## src/hw/rtl/gcs_pkg.sv

```systemverilog
// Shared types and constants for the gradient color sampler.
// Used by the sampler, divider and blend modules; depends on nothing.
package gcs_pkg;

  localparam int unsigned STOP_W     = 32;
  localparam int unsigned COLOR_W    = 24;
  localparam int unsigned CH_W       = 8;
  localparam int unsigned POS_W      = 16;
  localparam int unsigned FRAC_W     = 8;
  localparam int unsigned CFG_IDX_W  = 3;
  localparam int unsigned STOP_IDX_W = 3;
  localparam int unsigned NUM_STOPS  = 6;

  localparam logic [STOP_IDX_W-1:0] MAX_STOPS = 3'd6;

  // Divider produces one quotient bit per step
  localparam int unsigned DIV_STEPS = FRAC_W;
  localparam int unsigned DIV_CNT_W = $clog2(DIV_STEPS + 1);

  typedef enum logic [CFG_IDX_W-1:0] {
    REG_STOP_COUNT,
    REG_BLEND_MODE,
    REG_STOP_0,
    REG_STOP_1,
    REG_STOP_2,
    REG_STOP_3,
    REG_STOP_4,
    REG_STOP_5
  } cfg_reg_t;

  typedef enum logic [1:0] {
    BLEND_LERP,
    BLEND_LOWER,
    BLEND_UPPER,
    BLEND_NEAREST
  } blend_mode_t;

  typedef enum logic [2:0] {
    ST_IDLE,
    ST_SCAN,
    ST_DIV,
    ST_BLEND,
    ST_DONE
  } gcs_state_t;

  // 8-bit stop position on the 16-bit scale: p * 257
  function automatic logic [POS_W-1:0] stop_pos16(input logic [STOP_W-1:0] s);
    stop_pos16 = {s[31:24], s[31:24]};
  endfunction

endpackage

```

## src/hw/rtl/gradient_color_sampler.sv

```systemverilog
// Gradient color sampler top level: config registers, sequencer and datapath.
// Depends on gcs_pkg, gcs_divider and gcs_blend.
//
// A request is taken when start is high and busy is low; busy then stays high
// until the result strobe out_valid has shown the color for one cycle, and the
// receiver must take it in that cycle. With no stops in use the block goes
// straight to the result. Otherwise the stops are scanned one per cycle, up to
// the first stop above the position or the last stop in use; an end color then
// skips the 8-step bit-serial divider that forms a blend factor, and the three
// channels go through one shared multiplier. Configuration must be written only
// while busy is low; the block itself does not enforce this.
module gradient_color_sampler (
  input  logic                              clk,
  input  logic                              rst_n,
  input  logic                              start,
  output logic                              busy,
  input  logic [gcs_pkg::POS_W-1:0]         in_position,
  output logic                              out_valid,
  output logic [gcs_pkg::CH_W-1:0]          out_red,
  output logic [gcs_pkg::CH_W-1:0]          out_green,
  output logic [gcs_pkg::CH_W-1:0]          out_blue,
  input  logic                              cfg_wr_en,
  input  logic [gcs_pkg::CFG_IDX_W-1:0]     cfg_index,
  input  logic [gcs_pkg::STOP_W-1:0]        cfg_data
);

  // configuration
  logic [gcs_pkg::STOP_IDX_W-1:0] stop_count_r;
  gcs_pkg::blend_mode_t           blend_mode_r;
  logic [gcs_pkg::STOP_W-1:0]     stop_r [gcs_pkg::NUM_STOPS];
  logic [gcs_pkg::STOP_IDX_W-1:0] stop_wr_idx;

  // sequencer and datapath
  gcs_pkg::gcs_state_t            state_r, state_nxt;
  logic [gcs_pkg::STOP_IDX_W-1:0] idx_r, idx_nxt;
  logic [1:0]                     ch_r, ch_nxt;
  logic [gcs_pkg::POS_W-1:0]      t_r, t_nxt;
  logic [gcs_pkg::STOP_W-1:0]     prev_r, prev_nxt;
  logic [gcs_pkg::COLOR_W-1:0]    lo_r, lo_nxt;
  logic [gcs_pkg::COLOR_W-1:0]    up_r, up_nxt;
  logic [gcs_pkg::FRAC_W-1:0]     f_r, f_nxt;
  logic [gcs_pkg::CH_W-1:0]       red_r, red_nxt;
  logic [gcs_pkg::CH_W-1:0]       green_r, green_nxt;
  logic [gcs_pkg::CH_W-1:0]       blue_r, blue_nxt;

  logic [gcs_pkg::STOP_IDX_W-1:0] n_eff;
  logic [gcs_pkg::STOP_W-1:0]     cur_stop;
  logic [gcs_pkg::POS_W-1:0]      cur_pos;
  logic [gcs_pkg::POS_W-1:0]      prev_pos;
  logic                           above;
  logic                           last;
  logic                           accept;

  logic                           div_load;
  logic                           div_done;
  logic [gcs_pkg::FRAC_W-1:0]     div_quot;
  logic [gcs_pkg::CH_W-1:0]       blend_lo;
  logic [gcs_pkg::CH_W-1:0]       blend_up;
  logic [gcs_pkg::CH_W-1:0]       blend_val;

  assign stop_wr_idx = cfg_index - gcs_pkg::REG_STOP_0;

  always_ff @(posedge clk) begin
    if (!rst_n) begin
      stop_count_r <= '0;
      blend_mode_r <= gcs_pkg::BLEND_LERP;
      for (int i = 0; i < gcs_pkg::NUM_STOPS; i++) begin
        stop_r[i] <= '0;
      end
    end else if (cfg_wr_en) begin
      case (cfg_index)
        gcs_pkg::REG_STOP_COUNT: stop_count_r <= cfg_data[gcs_pkg::STOP_IDX_W-1:0];
        gcs_pkg::REG_BLEND_MODE: blend_mode_r <= gcs_pkg::blend_mode_t'(cfg_data[1:0]);
        default: stop_r[stop_wr_idx] <= cfg_data;
      endcase
    end
  end

  assign n_eff    = (stop_count_r > gcs_pkg::MAX_STOPS) ? gcs_pkg::MAX_STOPS : stop_count_r;
  assign cur_stop = stop_r[idx_r];
  assign cur_pos  = gcs_pkg::stop_pos16(cur_stop);
  assign prev_pos = gcs_pkg::stop_pos16(prev_r);
  assign above    = (cur_pos > t_r);
  assign last     = (idx_r == n_eff - 1'b1);
  assign accept   = start && (state_r == gcs_pkg::ST_IDLE);

  // next state
  always_comb begin
    state_nxt = state_r;
    case (state_r)
      gcs_pkg::ST_IDLE: begin
        if (start) begin
          state_nxt = (n_eff == '0) ? gcs_pkg::ST_DONE : gcs_pkg::ST_SCAN;
        end
      end
      gcs_pkg::ST_SCAN: begin
        if (above && (idx_r != '0)) begin
          state_nxt = gcs_pkg::ST_DIV;
        end else if (above || last) begin
          state_nxt = gcs_pkg::ST_BLEND;
        end
      end
      gcs_pkg::ST_DIV: begin
        if (div_done) begin
          state_nxt = gcs_pkg::ST_BLEND;
        end
      end
      gcs_pkg::ST_BLEND: begin
        if (ch_r == 2'd2) begin
          state_nxt = gcs_pkg::ST_DONE;
        end
      end
      gcs_pkg::ST_DONE: state_nxt = gcs_pkg::ST_IDLE;
      default:          state_nxt = gcs_pkg::ST_IDLE;
    endcase
  end

  // outputs and datapath
  always_comb begin
    idx_nxt   = idx_r;
    ch_nxt    = ch_r;
    t_nxt     = t_r;
    prev_nxt  = prev_r;
    lo_nxt    = lo_r;
    up_nxt    = up_r;
    f_nxt     = f_r;
    red_nxt   = red_r;
    green_nxt = green_r;
    blue_nxt  = blue_r;
    div_load  = 1'b0;
    case (state_r)
      gcs_pkg::ST_IDLE: begin
        if (accept) begin
          t_nxt     = in_position;
          idx_nxt   = '0;
          ch_nxt    = '0;
          red_nxt   = '0;
          green_nxt = '0;
          blue_nxt  = '0;
        end
      end
      gcs_pkg::ST_SCAN: begin
        if (above && (idx_r != '0)) begin
          lo_nxt   = prev_r[gcs_pkg::COLOR_W-1:0];
          up_nxt   = cur_stop[gcs_pkg::COLOR_W-1:0];
          div_load = 1'b1;
        end else if (above || last) begin
          // end color: equal colors blend to themselves in every mode
          lo_nxt = cur_stop[gcs_pkg::COLOR_W-1:0];
          up_nxt = cur_stop[gcs_pkg::COLOR_W-1:0];
          f_nxt  = '0;
        end else begin
          prev_nxt = cur_stop;
          idx_nxt  = idx_r + 1'b1;
        end
      end
      gcs_pkg::ST_DIV: begin
        if (div_done) begin
          f_nxt = div_quot;
        end
      end
      gcs_pkg::ST_BLEND: begin
        ch_nxt = ch_r + 1'b1;
        case (ch_r)
          2'd0:    red_nxt   = blend_val;
          2'd1:    green_nxt = blend_val;
          default: blue_nxt  = blend_val;
        endcase
      end
      default: ;
    endcase
  end

  always_comb begin
    case (ch_r)
      2'd0: begin
        blend_lo = lo_r[23:16];
        blend_up = up_r[23:16];
      end
      2'd1: begin
        blend_lo = lo_r[15:8];
        blend_up = up_r[15:8];
      end
      default: begin
        blend_lo = lo_r[7:0];
        blend_up = up_r[7:0];
      end
    endcase
  end

  gcs_divider u_div (
    .clk   (clk),
    .rst_n (rst_n),
    .load  (div_load),
    .num   (t_r - prev_pos),
    .den   (cur_pos - prev_pos),
    .done  (div_done),
    .quot  (div_quot)
  );

  gcs_blend u_blend (
    .lo_ch (blend_lo),
    .up_ch (blend_up),
    .frac  (f_r),
    .mode  (blend_mode_r),
    .value (blend_val)
  );

  always_ff @(posedge clk) begin
    if (!rst_n) begin
      state_r <= gcs_pkg::ST_IDLE;
    end else begin
      state_r <= state_nxt;
    end
  end

  always_ff @(posedge clk) begin
    idx_r   <= idx_nxt;
    ch_r    <= ch_nxt;
    t_r     <= t_nxt;
    prev_r  <= prev_nxt;
    lo_r    <= lo_nxt;
    up_r    <= up_nxt;
    f_r     <= f_nxt;
    red_r   <= red_nxt;
    green_r <= green_nxt;
    blue_r  <= blue_nxt;
  end

  assign busy      = (state_r != gcs_pkg::ST_IDLE);
  assign out_valid = (state_r == gcs_pkg::ST_DONE);
  assign out_red   = red_r;
  assign out_green = green_r;
  assign out_blue  = blue_r;

endmodule

```

## src/hw/rtl/gcs_divider.sv

```systemverilog
// Restoring divider: quotient = floor(num * 2^DIV_STEPS / den), one bit per cycle.
// Requires num < den. Depends on gcs_pkg.
module gcs_divider (
  input  logic                           clk,
  input  logic                           rst_n,
  input  logic                           load,
  input  logic [gcs_pkg::POS_W-1:0]      num,
  input  logic [gcs_pkg::POS_W-1:0]      den,
  output logic                           done,
  output logic [gcs_pkg::FRAC_W-1:0]     quot
);

  logic [gcs_pkg::POS_W-1:0]     rem_r, rem_nxt;
  logic [gcs_pkg::POS_W-1:0]     den_r;
  logic [gcs_pkg::FRAC_W-1:0]    quot_r, quot_nxt;
  logic [gcs_pkg::DIV_CNT_W-1:0] cnt_r, cnt_nxt;
  logic                          done_r, done_nxt;
  logic [gcs_pkg::POS_W:0]       rem_sh;
  logic [gcs_pkg::POS_W:0]       rem_sub;
  logic                          ge;

  assign rem_sh  = {rem_r, 1'b0};
  assign rem_sub = rem_sh - {1'b0, den_r};
  assign ge      = (rem_sh >= {1'b0, den_r});

  always_comb begin
    rem_nxt  = rem_r;
    quot_nxt = quot_r;
    cnt_nxt  = cnt_r;
    done_nxt = 1'b0;
    if (load) begin
      rem_nxt  = num;
      quot_nxt = '0;
      cnt_nxt  = gcs_pkg::DIV_CNT_W'(gcs_pkg::DIV_STEPS);
    end else if (cnt_r != '0) begin
      // remainder stays below den, so the low bits hold it either way
      rem_nxt  = ge ? rem_sub[gcs_pkg::POS_W-1:0] : rem_sh[gcs_pkg::POS_W-1:0];
      quot_nxt = {quot_r[gcs_pkg::FRAC_W-2:0], ge};
      cnt_nxt  = cnt_r - 1'b1;
      done_nxt = (cnt_r == gcs_pkg::DIV_CNT_W'(1));
    end
  end

  always_ff @(posedge clk) begin
    if (!rst_n) begin
      cnt_r  <= '0;
      done_r <= 1'b0;
    end else begin
      cnt_r  <= cnt_nxt;
      done_r <= done_nxt;
    end
  end

  always_ff @(posedge clk) begin
    rem_r  <= rem_nxt;
    quot_r <= quot_nxt;
    if (load) begin
      den_r <= den;
    end
  end

  assign done = done_r;
  assign quot = quot_r;

endmodule

```

## src/hw/rtl/gcs_blend.sv

```systemverilog
// Per-channel blend of a lower and an upper color byte by a Q0.8 factor.
// One channel per use; depends on gcs_pkg.
module gcs_blend (
  input  logic [gcs_pkg::CH_W-1:0]   lo_ch,
  input  logic [gcs_pkg::CH_W-1:0]   up_ch,
  input  logic [gcs_pkg::FRAC_W-1:0] frac,
  input  gcs_pkg::blend_mode_t       mode,
  output logic [gcs_pkg::CH_W-1:0]   value
);

  logic signed [gcs_pkg::CH_W:0]       diff;
  logic signed [2*gcs_pkg::CH_W+1:0]   prod;

  assign diff = $signed({1'b0, up_ch}) - $signed({1'b0, lo_ch});
  assign prod = diff * $signed({1'b0, frac});

  always_comb begin
    case (mode)
      // arithmetic shift right by 8 floors the signed product
      gcs_pkg::BLEND_LERP:    value = lo_ch + prod[2*gcs_pkg::CH_W-1:gcs_pkg::CH_W];
      gcs_pkg::BLEND_LOWER:   value = lo_ch;
      gcs_pkg::BLEND_UPPER:   value = up_ch;
      gcs_pkg::BLEND_NEAREST: value = frac[gcs_pkg::FRAC_W-1] ? up_ch : lo_ch;
      default:                value = lo_ch;
    endcase
  end

endmodule

```

## config.mk

```make
export PLATFORM = sky130hd
export DESIGN_NAME = gradient_color_sampler
export DESIGN_NICKNAME = d
export VERILOG_FILES = /design/src/hw/rtl/gcs_pkg.sv /design/src/hw/rtl/gradient_color_sampler.sv /design/src/hw/rtl/gcs_divider.sv /design/src/hw/rtl/gcs_blend.sv
export SDC_FILE = /design/constraint.sdc
export NUM_CORES = 1
export LEC_CHECK = 0
export BUFFER_PORTS_ARGS = -buffer_cell sky130_fd_sc_hd__buf_4
export CORE_MARGIN = 2
export CORE_UTILIZATION = 31
export DETAILED_ROUTE_END_ITERATION = 12
export HOLD_SLACK_MARGIN = 0.06
export PLACE_DENSITY = 0.56
export SETUP_SLACK_MARGIN = 0.02
export SLEW_MARGIN = 40
export SYNTH_ARGS = -nofsm -noshare
export SYNTH_HDL_FRONTEND = slang
export SYNTH_SLANG_ARGS = --single-unit
```

## constraint.sdc

```tcl
create_clock -name clk -period 9.5 [get_ports clk]
set_input_delay 1.425 -clock clk [delete_from_list [all_inputs] [get_ports clk]]
set_output_delay 1.425 -clock clk [all_outputs]
set_load 0.005 [all_outputs]
```

Word-level counts from Yosys, hierarchy flattened
Memories as Yosys holds them, arrays and structs flattened. A register that Yosys moved wholly into a read port is not among the register bits.
Cells that the tools add are included.

operators by class
  $mul = 1
  add/sub/neg operators = 10
  reductions and logical operators = 33
  mux-type cells = 48
  equality and inequality tests = 23
  bitwise operators = 4
  $lt $le $gt $ge = 3

operators by type and width
  operator                                                        number
  8-bit one-hot mux with 2 select lines                           6
  24-bit two-way mux                                              3
  8-bit two-way mux                                               8
  16-bit two-way mux                                              3
  16-bit subtractor                                               3
  3-bit two-way mux                                               12
  32-bit two-way mux                                              1
  8-bit one-hot mux with 4 select lines                           1
  32-bit OR reduction                                             1
  2-bit inequality test, second input constant                    9
  17-bit by 16-bit greater-or-equal comparator with 1-bit output  1
  16-bit greater-than comparator                                  1
  9-bit by 9-bit multiplier with 16-bit output                    1
  3-bit one-hot mux with 4 select lines                           1
  3-bit AND reduction                                             4
  4-bit AND reduction                                             3
  2-bit AND reduction                                             5
  2-bit nonzero test                                              5
  3-bit zero test                                                 3
  8-bit by 8-bit subtractor with 9-bit output                     1
  8-bit adder                                                     1
  1-bit two-way mux                                               8
  4-bit two-way mux                                               2
  2-bit equality test, second input constant                      3
  25 further kinds                                                36

storage, ports and cells
  memories kept = 1
  output and inout port bits = 26
  flip-flop bits (word level) = 186
  word-level logic and storage cells = 142
  memory bits (writable) = 192

memories
  memory  words  width  read ports  clocked after memory_dff  write ports  RTL line                      text
  stop_r  6      32     1           1                         6            gradient_color_sampler.sv:30  logic [gcs_pkg::STOP_W-1:0] stop_r [gcs_pkg::NUM_STOPS];

Longest topological paths before layout
Gate-level depths: netlist (run 1).

  word-level depth = 9
  gate-level depth with buffers = 38

Cells and area by module
Synthesis (run 1) repeated with hierarchy kept, for this count alone.

second synthesis, totals
  cell total of the unflattened synthesis = 1901
  area, all modules = 23846.6 µm²

modules (own cells, without submodules)
  module                  seq. area each (µm²)  times used  area an instance (µm²)  cells an instance
  gradient_color_sampler  11901.4               1           17799.6                 1208
  gcs_blend               0.0                   1           3304.4                  404
  gcs_divider             1221.2                1           2742.6                  289

Least setup slack after synthesis (run 1)
OpenSTA, ideal clock, no wires.

  path kind = reg-to-reg
  from = register ch_r[0]
  to = register blue_r, in the netlist out_blue[7] (data pin)
  stages on the path, launching flop included = 36
  path slack = 1704 ps
  arrival = 7514 ps
  data required time = 9218 ps
  library setup time = 282 ps
  cell sequence = edfxtp_1 > ha_1 > buf_4 > buf_4 > a22o_1 > a21oi_1 > nand2_1 > ha_1 > inv_1 > a311oi_1 > a21oi_1 > o221ai_2 > a21o_1 > a21oi_2 > nand2_1 > fa_1 > inv_1 > fa_1 > fa_1 > inv_1 > fa_1 > inv_1 > ha_1 > nor4_2 > o41ai_4 > a31oi_1 > xnor2_1 > ha_1 > nor2b_1 > and4_1 > a311oi_2 > o21ai_1 > a21o_1 > a21oi_1 > xnor2_1 > a21oi_1

between the ends
  cells in the longest elaborated chain, start to end = 8
  elaborated cells on any way between the ends = 11

ends and longest elaborated chain
  what                                                                                      RTL line                       text
  start: declaration                                                                        gradient_color_sampler.sv:36   logic [1:0] ch_r, ch_nxt;
  start signal: assignment                                                                  gradient_color_sampler.sv:219  ch_r <= ch_nxt;
  2-bit by 1-bit equality test with 1-bit output / 2-bit zero test (equally long branches)  gradient_color_sampler.sv:175  case (ch_r)
  8-bit one-hot mux with 2 select lines                                                     gradient_color_sampler.sv:175
  8-bit by 8-bit subtractor with 9-bit output                                               gcs_blend.sv:14                assign diff = $signed({1'b0, up_ch}) - $signed({1'b0, lo_ch});
  9-bit by 9-bit multiplier with 16-bit output                                              gcs_blend.sv:15                assign prod = diff * $signed({1'b0, frac});
  8-bit adder                                                                               gcs_blend.sv:20                gcs_pkg::BLEND_LERP: value = lo_ch + prod[2*gcs_pkg::CH_W-1:gcs_pkg::CH_W];
  8-bit one-hot mux with 4 select lines (*)                                                 gcs_blend.sv:18                case (mode)
  8-bit two-way mux (*)                                                                     gradient_color_sampler.sv:164  case (ch_r)
  8-bit one-hot mux with 2 select lines (*)                                                 gradient_color_sampler.sv:131  case (state_r)
  net blue_nxt, one bit                                                                     gradient_color_sampler.sv:44   logic [gcs_pkg::CH_W-1:0] blue_r, blue_nxt;
  end signal: assignment                                                                    gradient_color_sampler.sv:227  blue_r <= blue_nxt;
  end: declaration                                                                          gradient_color_sampler.sv:44

Mark *: on every way through the listed nets, which the timed path passes. The rest lies on a longest branch. The select of a mux whose other input is x is not followed.
A chain may end at the register's enable or synchronous reset.

Worst setup path in the final report (run 1)
Same ends and word-level chain as after synthesis.

==> results.sh, run 1 <==
export IMPL_grt_max_degree=49
export IMPL_yosys_area_top_type="edfxtp_1"
export IMPL_die_w_um=281
export IMPL_setup_violations=0
export IMPL_finalWirelength_mm=54.5
export IMPL_ys_top_cells_by_count="421 x edfxtp_1, 205 x nor2_1, 179 x inv_1"
export IMPL_drive_gt1_share_pct=16.7
export IMPL_viasPerCell=4.84
export IMPL_ir_worst_vdd_v=0.000221
export IMPL_place_congestion=0.849
export IMPL_power_density_nw_per_um2=263
export IMPL_cts_buffers=44
export IMPL_synth_enable_flop_cells=421
export IMPL_grt_use_total_pct=14.0
export IMPL_tns_ns=0
export IMPL_grt_pass1_vias=15031
export IMPL_final_period_utilization_pct=91.2
export IMPL_hold_buffers=0
export IMPL_worst_setup_path_type="flop to flop"
export IMPL_vias=14324
export IMPL_clk_path_buf_depth=3
export IMPL_max_freq_ghz=0.115
export IMPL_syn_area_um2=23700
export IMPL_timing_slew_headroom_pct=45.6
export IMPL_start_util_pct=31.3
export IMPL_endpoint_kind="flop"
export IMPL_async_flop_share_pct=0
export IMPL_ys_seq_elements=445
export IMPL_cp_slowest_stage_delay_ns=0.57
export IMPL_grt_pass1_wl_mm=85.2
export IMPL_critPathLaunchType="flop"
export IMPL_drv_cap=0
export IMPL_num_io_pins=81
export IMPL_fp_dieH_um=281
export IMPL_placed_cells=2877
export IMPL_status="completed"
export IMPL_cts_sinks=445
export IMPL_ys_types=83
export IMPL_cts_root_buffer="clkbuf_16"
export IMPL_path_common_cell="inv_1"
export IMPL_placementRows=101
export IMPL_syn2layout_area_growth_pct=13.5
export IMPL_slew_violations=0
export IMPL_arrival_ns=8.97
export IMPL_core_area_um2=75800
export IMPL_grt_setup_unrepaired="no"
export IMPL_drc_errors=0
export IMPL_wl_per_cell_um=18.4
export IMPL_synth_area_leaders="edfxtp_1 53%, mux4_2 6.1%, ha_1 5.6%, fa_1 4.6%, nor2_1 3.2%"
export IMPL_dieArea_um2=78700
export IMPL_detail_route_antenna_nets=0
export IMPL_synthDominantCellAreaShare_pct=53.3
export IMPL_power_leakage_nw=10.0
export IMPL_first_pass_iters=5
export IMPL_syn_inst=1862
export IMPL_synth_area_per_cell_um2=12.7
export IMPL_dr_first_iter_drc_count=1032
export IMPL_worst_pin_slew_ns=0.810
export IMPL_cts_clk_slew_worst_paths_ns=0.06
export IMPL_finClkSkew_ns=0.0250
export IMPL_cts_tree="yes"
export IMPL_yosysSeqAreaShare_pct=55.3
export IMPL_syn_nets=2077
export IMPL_grt_antenna_before_repair=1
export IMPL_grt_ovfl_total=0
export IMPL_required_ns=9.81
export IMPL_clkLatencyLatePin_ns=0.60
export IMPL_crit_slowest_cell="fa_1"
export IMPL_nets=2160
export IMPL_synth_ff_type="edfxtp_1"
export IMPL_finalNonFillerCells=2959
export IMPL_cts_resized=0
export IMPL_hold_viol_final=0
export IMPL_h_tree_depth=2
export IMPL_yosysWarnings=0
export IMPL_place_hpwl_mm=37.3
export IMPL_port_buffers=80
export IMPL_hp_class="flop to flop"
export IMPL_critPathMaxFanout=24
export IMPL_yosysMostFrequentCell="edfxtp_1"
export IMPL_cts_setup_buffers=0
export IMPL_finalCriticalPeriod_ns=8.66
per-layer routing:
layer	wire (um)	vias up	part of all wire, %	track usage (%)
li1	-	6842	-	-
met1	23600	7141	43	17.3
met2	27800	249	51	25.3
met3	1700	92	3.1	1.84
met4	1410	0	2.6	4.35
met5	0	-	0	0
cells in the final DEF, fill, tap and decap left out, drive strengths merged, types with 11 or more instances in the layout:
cell    synthesis  final
nor2b          22     22
a21oi          61     61
clkbuf         51     58
xnor2          43     43
a211oi         13     13
ha            106    106
mux4           64     64
mux2i          27     27
edfxtp        421    421
clkinv          0     18
a21o           20     20
a22o           13     13
nand2         149    149
nand3          16     16
xor2           23     23
inv           180    181
fa             54     54
nor2          208    208
mux2           56     56
nor3           26     26
o21a           14     14
dfxtp          24     24
or3            11     11
o21ai          45     45
nand2b         12     12
and2           77     77
buf            20    108
final timing paths:
check | from | end | slack, ns | cells after the start
hold reg to reg | u_div.quot[7]$_SDFFE_PP0N_ | u_div.quot[7]$_SDFFE_PP0N_ | 0.46 | 2
setup / recovery | ch_r[0]$_SDFFCE_PN0P_ | out_blue[7]$_DFFE_PP_ | 0.84 | 35
setup reg to reg | ch_r[0]$_SDFFCE_PN0P_ | out_blue[7]$_DFFE_PP_ | 0.84 | 35
hold / removal | u_div.quot[7]$_SDFFE_PP0N_ | u_div.quot[7]$_SDFFE_PP0N_ | 0.46 | 2
per-stage QoR:
step | hold slack [ns] | util (%) | instance area, um2 | power [mW] | worst slack, ns
floorplan | 0.427 | - | 23700 | 4.79 | 1.70
global placement | 0.448 | 33.6 | 25500 | 5.41 | 0.738
detailed placement | 0.445 | 33.7 | 25500 | 5.46 | 0.509
CTS | 0.460 | 35.5 | 26900 | 7.17 | 0.480
global route | 0.493 | 35.5 | 26900 | 7.63 | 0.217
finish | 0.464 | 35.5 | 26900 | 7.08 | 0.835
flip-flops by register name, indices dropped and copies added (netlist names), 4 cells and up, named ones only:
name / count
f_r: 8
t_r: 16
u_div.rem_r: 16
lo_r: 24
out_blue: 8
up_r: 24
out_red: 8
out_green: 8
stop_r: 256
prev_r: 32
u_div.cnt_r: 4
u_div.den_r: 16
u_div.quot: 8
layout make-up:
cell class | count | area [um2]
fillers | 7339 | 48900
flip-flops and latches | 445 | 13100
multi-input cells | 1166 | 9660
well taps | 978 | 1220
clock buffers | 58 | 1150
repair buffers | 108 | 850
inverters | 180 | 677
clock inverters | 23 | 220
diodes | 1 | 2.50
critical path, delay by kind of cell, from the launching register on:
family                     cells  cell delay (ns)
xor gates and xnor gates       2             0.30
buffers and inverters          5             0.35
DFF                            1             0.42
adders and majority gates      8             3.30
and+or+nand+nor                9             1.84
AOI/OAI and AO/OA             11             2.17
cells by family (layout without fill, tap and decap cells):
group,count (synthesis),after routing,share of synthesized area (%)
mux,147,147,9.88
simple gates,561,561,11.1
fa+ha+maj,160,160,10.2
buf+inv,251,369,4.17
compound gates,232,232,6.89
xor+xnor,66,66,2.47
flops,445,445,55.3
other cells,0,1,0
report_power, final:
| group | total [mW] | switching, mW | internal (mW) |
|---|---|---|---|
| clock network | 1.67 | 0.747 | 0.923 |
| logic | 2.99 | 1.65 | 1.33 |
| registers | 2.43 | 0.0688 | 2.36 |
Power figures use the tool's default switching activity.
==> run 2: changes to the inputs <==
--- a/config.mk
+++ b/config.mk
@@ -8,6 +8,7 @@
 export BUFFER_PORTS_ARGS = -buffer_cell sky130_fd_sc_hd__buf_4
 export CORE_MARGIN = 2
 export CORE_UTILIZATION = 31
+export CTS_BUF_LIST = sky130_fd_sc_hd__clkbuf_4 sky130_fd_sc_hd__clkbuf_8 sky130_fd_sc_hd__clkbuf_16
 export DETAILED_ROUTE_END_ITERATION = 12
 export HOLD_SLACK_MARGIN = 0.06
 export PLACE_DENSITY = 0.56
==> constraint.sdc (replaced) <==
create_clock -name clk -period 8.71 [get_ports clk]
set_input_delay 1.3065 -clock clk [delete_from_list [all_inputs] [get_ports clk]]
set_output_delay 1.3065 -clock clk [all_outputs]
set_load 0.005 [all_outputs]
==> run 2 against run 1 <==
Compared with the run above: utilization rose by 0.34 points; sequential cell count did not move; critical endpoint unchanged; die area did not move; worst hold slack got worse by 0.011 ns; wire length rose by 0.63%; global-route usage rose by 0.053 points; combinational power rose by 12%; maximum frequency rose by 5.9%; cell area rose by 0.95%; power rose by 12%; via count rose by 0.57%; first-iteration DRC count fell by 11%; critical path type unchanged.
==> results.sh, run 2 (same netlist as run 1, synthesis figures left out) <==
export IMPL_syn2layout_area_growth_pct=14.6
export IMPL_cts_clk_slew_worst_paths_ns=0.06
export IMPL_fin_util_pct=35.8
export IMPL_use_met1_pct=17.3
export IMPL_reg2reg_slack_ns=0.53
export IMPL_placementRows=101
export IMPL_critPathMaxFanout=10
export IMPL_grt_pass1_wl_mm=85.7
export IMPL_worst_pin_slew_ns=0.771
export IMPL_slew_violations=0
export IMPL_cts_root_buffer="clkbuf_16"
export IMPL_timing_slew_headroom_pct=48.4
export IMPL_cts_tree="yes"
export IMPL_tns_ns=0
export IMPL_grt_setup_unrepaired="no"
export IMPL_cts_buffers=44
export IMPL_setup_violations=0
export IMPL_drc_errors=0
export IMPL_placed_cells=2880
export IMPL_rr_endpoint="out_blue[7]$_DFFE_PP_"
export IMPL_largest_reg_flops=256
export IMPL_crit_buf_inv=6
export IMPL_final_cell_mix="421 x edfxtp_1, 203 x nor2_1, 179 x inv_1, 147 x nand2_1, 112 x buf_4"
export IMPL_hold_end="u_div.quot[7]$_SDFFE_PP0N_"
export IMPL_busiest_layer="met2"
export IMPL_required_ns=9.00
export IMPL_finalPower_mw=7.95
export IMPL_h_tree_depth=2
export IMPL_pwr_share_clk_pct=24.6
export IMPL_wl_per_cell_um=18.5
export IMPL_drv_cap=0
export IMPL_grt_use_total_pct=14.0
export IMPL_arrival_ns=8.47
export IMPL_clkLatencyLatePin_ns=0.57
export IMPL_fill_cells=7334
export IMPL_power_leakage_nw=10.1
export IMPL_status="completed"
export IMPL_cp_slowest_stage_delay_ns=0.50
export IMPL_port_buffers=80
export IMPL_endpoint_kind="flop"
export IMPL_core_area_um2=75800
export IMPL_gr_usage_met2_pct=24.9
export IMPL_holdWs_ns=0.453
export IMPL_grt_pass1_vias=15178
export IMPL_sequentialPowerShare_pct=33.4
export IMPL_place_hpwl_mm=37.1
export IMPL_drive_gt1_share_pct=18.1
export IMPL_met3_usage_pct=2.13
export IMPL_nets=2168
export IMPL_place_area_um2=25500
export IMPL_grt_ovfl_total=0
export IMPL_critPathLaunchType="flop"
export IMPL_clk_path_buf_depth=3
export IMPL_holdPathStages=2
export IMPL_max_freq_ghz=0.122
export IMPL_hp_class="flop to flop"
export IMPL_dieArea_um2=78700
export IMPL_crit_family="adder cells"
export IMPL_final_period_utilization_pct=93.9
export IMPL_first_pass_iters=5
export IMPL_hold_buffers=0
export IMPL_finalNonFillerCells=2966
export IMPL_grt_antenna_before_repair=2
export IMPL_vias=14405
export IMPL_layout_commonest_cell="edfxtp_1"
export IMPL_place_congestion=0.859
export IMPL_finalWirelength_mm=54.8
export IMPL_post_place_ws_ns=0.118
export IMPL_hp_start="u_div.quot[7]$_SDFFE_PP0N_"
export IMPL_fp_dieH_um=281
export IMPL_grt_max_degree=49
export IMPL_power_frac_comb_pct=42.1
export IMPL_worst_setup_path_type="flop to flop"
export IMPL_top_regs="stop_r x256, prev_r x32"
export IMPL_switching_share_pct=34.3
export IMPL_internal_power_mw=5.22
export IMPL_finalCriticalPeriod_ns=8.18
export IMPL_start_util_pct=31.3
export IMPL_ir_worst_vdd_v=0.000291
export IMPL_cts_sinks=445
export IMPL_finClkSkew_ns=0.0117
export IMPL_crit_slowest_cell="fa_1"
export IMPL_worst_slack_ns=0.529
export IMPL_r2r_cells=34
export IMPL_p_sw_mw=2.72
export IMPL_hold_viol_final=0
export IMPL_final_area_um2=27200
export IMPL_max_flop_register="stop_r"
export IMPL_power_density_nw_per_um2=292
export IMPL_viasPerCell=4.86
export IMPL_r2r_start="ch_r[0]$_SDFFCE_PN0P_"
export IMPL_die_w_um=281
export IMPL_detail_route_antenna_nets=0
export IMPL_dr_first_iter_drc_count=915
export IMPL_num_io_pins=81
-- run 2: cell types whose count changed in the layout (fill, tap and decap cells not counted), moves of 3 or more --
cell,delta
bufinv_16,+3
buf_4,+8
clkbuf_1,-14
clkbuf_4,+8
-- run 2: area by class of cell --
class,count,area (um2),share of cell area [%]
inverter,180,677,2.49
antenna,2,5.00,0.0184
tap,978,1220,4.50
clock buffer,56,1240,4.56
timing repair buffer,116,897,3.30
clock inverter,23,250,0.921
multi-input combinational,1166,9750,35.9
sequential,445,13100,48.3
-- run 2: routing by layer --
| metal | routed length [um] | share of wire [%] | up-vias |
|---|---|---|---|
| met4 | 1770 | 3.2 | 0 |
| met5 | 0 | 0 | - |
| li1 | - | - | 6849 |
| met1 | 23300 | 43 | 7165 |
| met3 | 2290 | 4.2 | 89 |
| met2 | 27400 | 50 | 302 |
-- run 2: worst min-delay path, stage by stage (launching register included) --
cell	delay (ns)
dfxtp_1	0.30
nand2_1	0.05
a21oi_1	0.05
-- run 2: worst max-delay path by stage --
stage                               start                    end  depth (start not counted)
floorplan           ch_r[0]$_SDFFCE_PN0P_  out_blue[7]$_DFFE_PP_                         35
global placement    ch_r[0]$_SDFFCE_PN0P_  out_blue[7]$_DFFE_PP_                         34
detailed placement  ch_r[0]$_SDFFCE_PN0P_  out_blue[7]$_DFFE_PP_                         36
CTS                 ch_r[0]$_SDFFCE_PN0P_  out_blue[7]$_DFFE_PP_                         36
global route        ch_r[0]$_SDFFCE_PN0P_  out_blue[7]$_DFFE_PP_                         34
finish              ch_r[0]$_SDFFCE_PN0P_  out_blue[7]$_DFFE_PP_                         34
-- run 2: what timing repair did --
item                                    in CTS  in global routing
endpoints found under the setup margin       0                 15
setup buffers                                0                  5
resized for setup                            0                 17
-- run 2: power groups by stage --
stage,Combinational (mW),Clock [mW],Sequential (mW)
after detailed placement,3.27,0,2.70
after CTS,3.30,2.00,2.65
final,3.34,1.95,2.65
after global routing,3.77,2.08,2.67
after floorplan,2.57,0,2.66
after global placement,3.24,0,2.69
